$ cat config.mk
export PLATFORM = sky130hd
export DESIGN_NAME = pcu_div
export DESIGN_NICKNAME = d
export VERILOG_FILES = /design/src/sv/pcu_pkg.sv /design/src/sv/pcu_div.sv
export SDC_FILE = /design/constraint.sdc
export NUM_CORES = 1
export LEC_CHECK = 0
export ABC_AREA = 1
export CAP_MARGIN = 20
export CORE_MARGIN = 3
export CORE_UTILIZATION = 35
export CTS_CLUSTER_SIZE = 40
export DETAILED_ROUTE_END_ITERATION = 16
export DONT_BUFFER_PORTS = 1
export GPL_ROUTABILITY_DRIVEN = 0
export GPL_TIMING_DRIVEN = 0
export PLACE_DENSITY = 0.5
export SYNTH_ARGS = -nofsm -noshare
export SYNTH_HDL_FRONTEND = slang
export SYNTH_SLANG_ARGS = --single-unit
$ cat constraint.sdc
create_clock -name clk -period 2.2 [get_ports clk]
set_clock_uncertainty 0.05 [all_clocks]
set_input_delay 0.22 -clock clk [delete_from_list [all_inputs] [get_ports clk]]
set_output_delay 0.22 -clock clk [all_outputs]
set_load 0.03 [all_outputs]
$ cat src/sv/pcu_pkg.sv
// Shared types, constants, factorial table and microcode for the permutation/combination unit.
package pcu_pkg;

    // Largest a the factorial table covers; 20! is the last factorial below 2^62.
    localparam int FACT_TOP = 20;
    localparam int MAX_N_DEFAULT = 20;

    // Field widths.
    localparam int ITEM_W = 5;
    localparam int COUNT_W = 62;

    // Sequencer geometry.
    localparam int STEP_W = 3;
    localparam int ITER_W = $clog2(COUNT_W);

    // Error codes reported with each result.
    typedef enum logic [1:0] {
        ERR_NONE    = 2'd0,
        ERR_RANGE_A = 2'd1,
        ERR_B_GT_A  = 2'd2
    } err_code_t;

    // Datapath operations selected by the control word.
    typedef enum logic [2:0] {
        OP_NOP       = 3'd0,
        OP_LOAD_REQ  = 3'd1,
        OP_LOAD_DIV1 = 3'd2,
        OP_DIV_STEP  = 3'd3,
        OP_LOAD_DIV2 = 3'd4,
        OP_WRITE     = 3'd5
    } uop_t;

    // Jump conditions.
    typedef enum logic [2:0] {
        COND_NEVER    = 3'd0,
        COND_NO_INPUT = 3'd1,
        COND_ERR      = 3'd2,
        COND_ITER     = 3'd3,
        COND_PERM     = 3'd4,
        COND_OUT_BUSY = 3'd5
    } cond_t;

    // One control word of the microprogram.
    typedef struct packed {
        uop_t              op;
        cond_t             cond;
        logic [STEP_W-1:0] target;
        logic              wrap;
    } ctl_word_t;

    // Control group from the sequencer to the divider.
    typedef struct packed {
        logic load;
        logic step;
    } div_ctl_t;

    // Named microprogram addresses.
    localparam logic [STEP_W-1:0] UA_WAIT   = 3'd0;
    localparam logic [STEP_W-1:0] UA_CHECK  = 3'd1;
    localparam logic [STEP_W-1:0] UA_DIV1   = 3'd2;
    localparam logic [STEP_W-1:0] UA_SETUP2 = 3'd3;
    localparam logic [STEP_W-1:0] UA_DIV2   = 3'd4;
    localparam logic [STEP_W-1:0] UA_WRITE  = 3'd5;

    // Microprogram ROM. A taken jump goes to target; otherwise the step
    // counter advances, or returns to the start when wrap is set.
    function automatic ctl_word_t ucode(input logic [STEP_W-1:0] addr);
        ctl_word_t w;
        begin
            w = '{op: OP_NOP, cond: COND_NEVER, target: UA_WAIT, wrap: 1'b1};
            case (addr)
                UA_WAIT:   w = '{op: OP_LOAD_REQ,  cond: COND_NO_INPUT,
                                 target: UA_WAIT,  wrap: 1'b0};
                UA_CHECK:  w = '{op: OP_LOAD_DIV1, cond: COND_ERR,
                                 target: UA_WRITE, wrap: 1'b0};
                UA_DIV1:   w = '{op: OP_DIV_STEP,  cond: COND_ITER,
                                 target: UA_DIV1,  wrap: 1'b0};
                UA_SETUP2: w = '{op: OP_LOAD_DIV2, cond: COND_PERM,
                                 target: UA_WRITE, wrap: 1'b0};
                UA_DIV2:   w = '{op: OP_DIV_STEP,  cond: COND_ITER,
                                 target: UA_DIV2,  wrap: 1'b0};
                UA_WRITE:  w = '{op: OP_WRITE,     cond: COND_OUT_BUSY,
                                 target: UA_WRITE, wrap: 1'b1};
                default:   w = '{op: OP_NOP,       cond: COND_NEVER,
                                 target: UA_WAIT,  wrap: 1'b1};
            endcase
            return w;
        end
    endfunction

    // Factorial table 0! .. 20!; entries past the table read as one.
    function automatic logic [COUNT_W-1:0] fact(input logic [ITEM_W-1:0] n);
        logic [COUNT_W-1:0] f;
        begin
            case (n)
                5'd0:    f = 62'd1;
                5'd1:    f = 62'd1;
                5'd2:    f = 62'd2;
                5'd3:    f = 62'd6;
                5'd4:    f = 62'd24;
                5'd5:    f = 62'd120;
                5'd6:    f = 62'd720;
                5'd7:    f = 62'd5040;
                5'd8:    f = 62'd40320;
                5'd9:    f = 62'd362880;
                5'd10:   f = 62'd3628800;
                5'd11:   f = 62'd39916800;
                5'd12:   f = 62'd479001600;
                5'd13:   f = 62'd6227020800;
                5'd14:   f = 62'd87178291200;
                5'd15:   f = 62'd1307674368000;
                5'd16:   f = 62'd20922789888000;
                5'd17:   f = 62'd355687428096000;
                5'd18:   f = 62'd6402373705728000;
                5'd19:   f = 62'd121645100408832000;
                5'd20:   f = 62'd2432902008176640000;
                default: f = 62'd1;
            endcase
            return f;
        end
    endfunction

endpackage

$ cat src/sv/pcu_div.sv
// Restoring divider that produces one quotient bit per cycle while step is asserted.
module pcu_div
    import pcu_pkg::*;
(
    input  logic               clk,
    input  logic               rst_n,
    input  div_ctl_t           ctl,
    input  logic [COUNT_W-1:0] dividend,
    input  logic [COUNT_W-1:0] divisor,
    output logic [COUNT_W-1:0] quotient,
    output logic               last
);

    localparam logic [ITER_W-1:0] ITER_LAST = ITER_W'(COUNT_W - 1);

    logic [COUNT_W-1:0] num_reg, num_next;
    logic [COUNT_W-1:0] den_reg, den_next;
    logic [COUNT_W-1:0] rem_reg, rem_next;
    logic [ITER_W-1:0]  iter_reg, iter_next;
    logic [COUNT_W:0]   rem_shift;
    logic [COUNT_W+1:0] diff;
    logic               borrow;

    // Trial subtraction of the divisor from the shifted partial remainder.
    assign rem_shift = {rem_reg, num_reg[COUNT_W-1]};
    assign diff      = {1'b0, rem_shift} - {2'b00, den_reg};
    assign borrow    = diff[COUNT_W+1];

    // Load, iterate or hold. The quotient bits shift into the dividend register.
    always_comb
    begin
        num_next  = num_reg;
        den_next  = den_reg;
        rem_next  = rem_reg;
        iter_next = iter_reg;
        if (ctl.load)
        begin
            num_next  = dividend;
            den_next  = divisor;
            rem_next  = '0;
            iter_next = ITER_LAST;
        end
        else if (ctl.step)
        begin
            num_next = {num_reg[COUNT_W-2:0], ~borrow};
            rem_next = borrow ? rem_shift[COUNT_W-1:0] : diff[COUNT_W-1:0];
            if (iter_reg != '0)
            begin
                iter_next = iter_reg - 1'b1;
            end
        end
    end

    // The iteration counter is control state; operands need no reset.
    always_ff @(posedge clk or negedge rst_n)
    begin
        if (!rst_n)
        begin
            iter_reg <= '0;
        end
        else
        begin
            iter_reg <= iter_next;
        end
    end

    always_ff @(posedge clk)
    begin
        num_reg <= num_next;
        den_reg <= den_next;
        rem_reg <= rem_next;
    end

    assign quotient = num_reg;
    assign last     = (iter_reg == '0);

endmodule

==> impl_metrics.csv <==
group,metric,value,unit
critical_path,crit_type,"flip-flop to flip-flop",
critical_path,cp.required,2.53,ns
logic_synthesis,syn_inst,2138,
power,leakagePower,9.60,nW
placement,hpwl,34600,µm
layout,finalNetCount,2553,
logic_synthesis,synth_mux_area_share,0,%
logic_synthesis,synth_adder_area_share,5.94,%
clock_network,numCtsBuffers,17,
logic_synthesis,synth_compound_area_share,3.13,%
hold_path,hp-start,"ctl[1]",
critical_path,worst_setup_path_end_kind,"flip-flop",
power,p_comb_share,16.0,%
layout,diodes,0,
clock_network,cts.sinks,192,
timing,timing.final.ws_setup,-0.241,ns
logic_synthesis,synth_seq_cells,192,
clock_network,cts_tree,"yes",
timing,finalSetupViolCount,63,
timing,worst_pin_slew,0.932,ns
logic_synthesis,yosys.area_share.simple,38.2,%
clock_network,cts_root_buf,"clkbuf_16",
critical_path,crit-reg2reg-launch,"quotient[61]$_DFFE_PP_",
die,fp.dieW,205,µm
die,die_y,205,µm
logic_synthesis,synth_area,13800,µm²
power,p_sw_share,31.1,%
critical_path,startpoint_type,"flip-flop",
power,p_switching,2.83,mW
die,start_util,35.6,%
critical_path,cp.arrival,2.77,ns
detailed_routing,drtPass1Iterations,5,
timing,rsz0062_at_grt,"yes",
critical_path,startpoint,"quotient[61]$_DFFE_PP_",
logic_synthesis,ys.warnings.count,0,
power,power_frac_clock,34.4,%
flow_run,drv_cap,0,
detailed_routing,viasPerCell,4.81,
global_routing,grt_pass1_vias,13600,
timing,hold_viol,0,
logic_synthesis,synth_top_family_by_area,"simple AND/OR/NAND/NOR gates",
placement,dp.cells,2657,
power,power_frac_seq,49.6,%
die,placementRows,72,
global_routing,grt_max_degree,64,
timing,fin_crit,2.44,ns
die,core,38800,µm²
global_routing,grt_pass1_wl,74300,µm
timing,slew_violations,0,
detailed_routing,drt-total-wl,48300,µm
clock_network,h-tree-depth,4,
detailed_routing,drc,0,
clock_network,cts.clk_slew.worst_paths,0.08,ns
layout,stdcell_count,2891,
global_routing,gr-total-overflow,0,
layout,fin_util,49.6,%
timing,period_share,111,%
global_routing,grt_usage,23.2,%
logic_synthesis,syn-num-nets,2331,
critical_path,crit_fanout,3,
global_routing,grt_antenna_before_repair,2,
placement,io_buffers,0,
logic_synthesis,async_flop_share,3.13,%
logic_synthesis,ys.flop_type,"edfxtp_1",
detailed_routing,wl_per_cell,16.7,µm
clock_network,cts_buffer_depth,2,
logic_synthesis,synth_xor_area_share,1.71,%
logic_synthesis,synth_edf_count,124,
logic_synthesis,avgSynthCellArea,6.46,µm²
timing,max_slew_margin,37.9,%
power,internal-power,6.25,mW
logic_synthesis,synth-seq-area-share,37.0,%
detailed_routing,ant_nets,0,
detailed_routing,drt_iter0_drc,969,
layout,drive_above_1_share,19.8,%
timing,holdWs,0.110,ns
detailed_routing,vias,13900,
power,ir_drop,0.000518,V
run_status,violations,"negative setup slack",
clock_network,clk_latency,0.48,ns
die,io_pins,191,
power,p_per_area,472,nW/µm²
run_status,status,"complete, but fails checks",
hold_path,hold_class,"input pin to flip-flop",
logic_synthesis,synth.distinct_cells,37,
timing,timing.fmax,410,MHz
layout,area_growth,39.3,%
die,dieArea,41900,µm²
[synth_stat cells, types with 2 or more instances]
cell,instances,share of area [%]
a21oi_1,41,1.5
and2_1,5,0.23
buf_1,2,0.054
buf_2,11,0.40
buf_4,3,0.16
buf_6,5,0.41
clkbuf_1,23,0.62
clkinv_1,17,0.46
dfrtp_1,6,1.1
dfxtp_1,62,9.0
edfxtp_1,124,27
ha_1,64,5.8
inv_1,427,12
inv_2,11,0.30
nand2_1,921,25
nand2_2,11,0.50
nand2_4,2,0.16
nand3_1,156,5.7
nand3b_1,44,2.4
nand4_1,9,0.41
nor2_1,106,2.9
nor2_2,3,0.14
nor3_1,11,0.40
nor4_1,2,0.091
o21ai_0,10,0.36
o21ai_1,25,0.91
o21bai_1,2,0.11
xnor2_1,23,1.5
xor2_1,4,0.25
[cells by family after synthesis]
group,count (synthesis)
fa+ha+maj,65
compound gates,82
simple gates,1273
xor+xnor,27
flops,192
buf+inv,499
[area by class of cell]
type	count	area [µm²]
Clock buffer	18	429
Buffer	43	375
Timing Repair Buffer	203	2190
Clock inverter	14	140
Inverter	455	1720
Fill cell	3813	19600
Sequential cell	192	5120
Tap cell	518	648
Multi-Input combinational cell	1448	8630
[placed cells by master (no fill, tap or decap), types with 50 or more instances in the layout]
cell	netlist	final
dfxtp_1	62	61
dlygate4sd3_1	0	129
edfxtp_1	124	124
ha_4	0	55
inv_1	427	388
nand2_1	921	810
nand2_2	11	76
nand3_1	156	94
nand3_2	0	50
nor2_1	106	89
[layer usage]
metal,vias to the layer above,part of all wire (%),global-route usage (%)
li1,6928,-,-
met1,6396,45,30.9
met2,501,44,36.4
met3,82,7.7,5.23
met4,0,3.3,9.29
met5,-,0,0
[critical path: stages (launching register included)]
cell and delay (ns):
edfxtp_1 0.55, inv_2 0.09, ha_4 0.19, fa_2 0.37, inv_2 0.10, nand3_2 0.07, nand3b_1 0.21, buf_4 0.17
nand2_4 0.06, nand2_8 0.10, buf_12 0.11, xnor2_2 0.09, nand2_1 0.06, nand3_1 0.06, nand2_1 0.06
[worst paths after layout]
kind | to | slack [ns] | depth (start not counted)
max reg2reg | rem_reg[26]$_SDFFE_PP0P_ | -0.24 | 14
min in group asynchronous | iter_reg[2]$_DFFE_PN0P_ | 0.55 | 2
min reg2reg | rem_reg[26]$_SDFFE_PP0P_ | 0.43 | 2
max in group asynchronous | iter_reg[5]$_DFFE_PN0P_ | 1.33 | 2
max | rem_reg[26]$_SDFFE_PP0P_ | -0.24 | 14
min | den_reg[51]$_DFFE_PP_ | 0.11 | 1
[timing repair]
item	CTS	global route
buffers inserted	58	7
setup endpoints to repair	63	67
hold buffers	130	1
pin swaps	85	39
cloned	8	2
resized for setup	349	118
hold endpoints to repair	200	1
[power groups by stage]
stage,Combinational [mW],Sequential [mW],Clock [mW]
floorplan,0.644,4.52,0
global placement,0.863,4.57,0
detailed placement,0.888,4.56,0
CTS,1.37,4.50,3.28
global route,1.60,4.53,3.36
finish,1.45,4.50,3.12
[metrics by stage]
step                TNS [ns]  instance area (µm²)  power, mW  setup WS, ns
detailed placement    -54.11                14500       5.45        -0.807
CTS                   -11.79                18700       9.15        -0.250
global route          -17.86                19200       9.49        -0.362
finish                -10.54                19200       9.07        -0.241
floorplan                  0                13800       5.16        0.0221
global placement     -149.07                14500       5.43         -1.60
No activity file was read; power rests on OpenSTA's default activity.
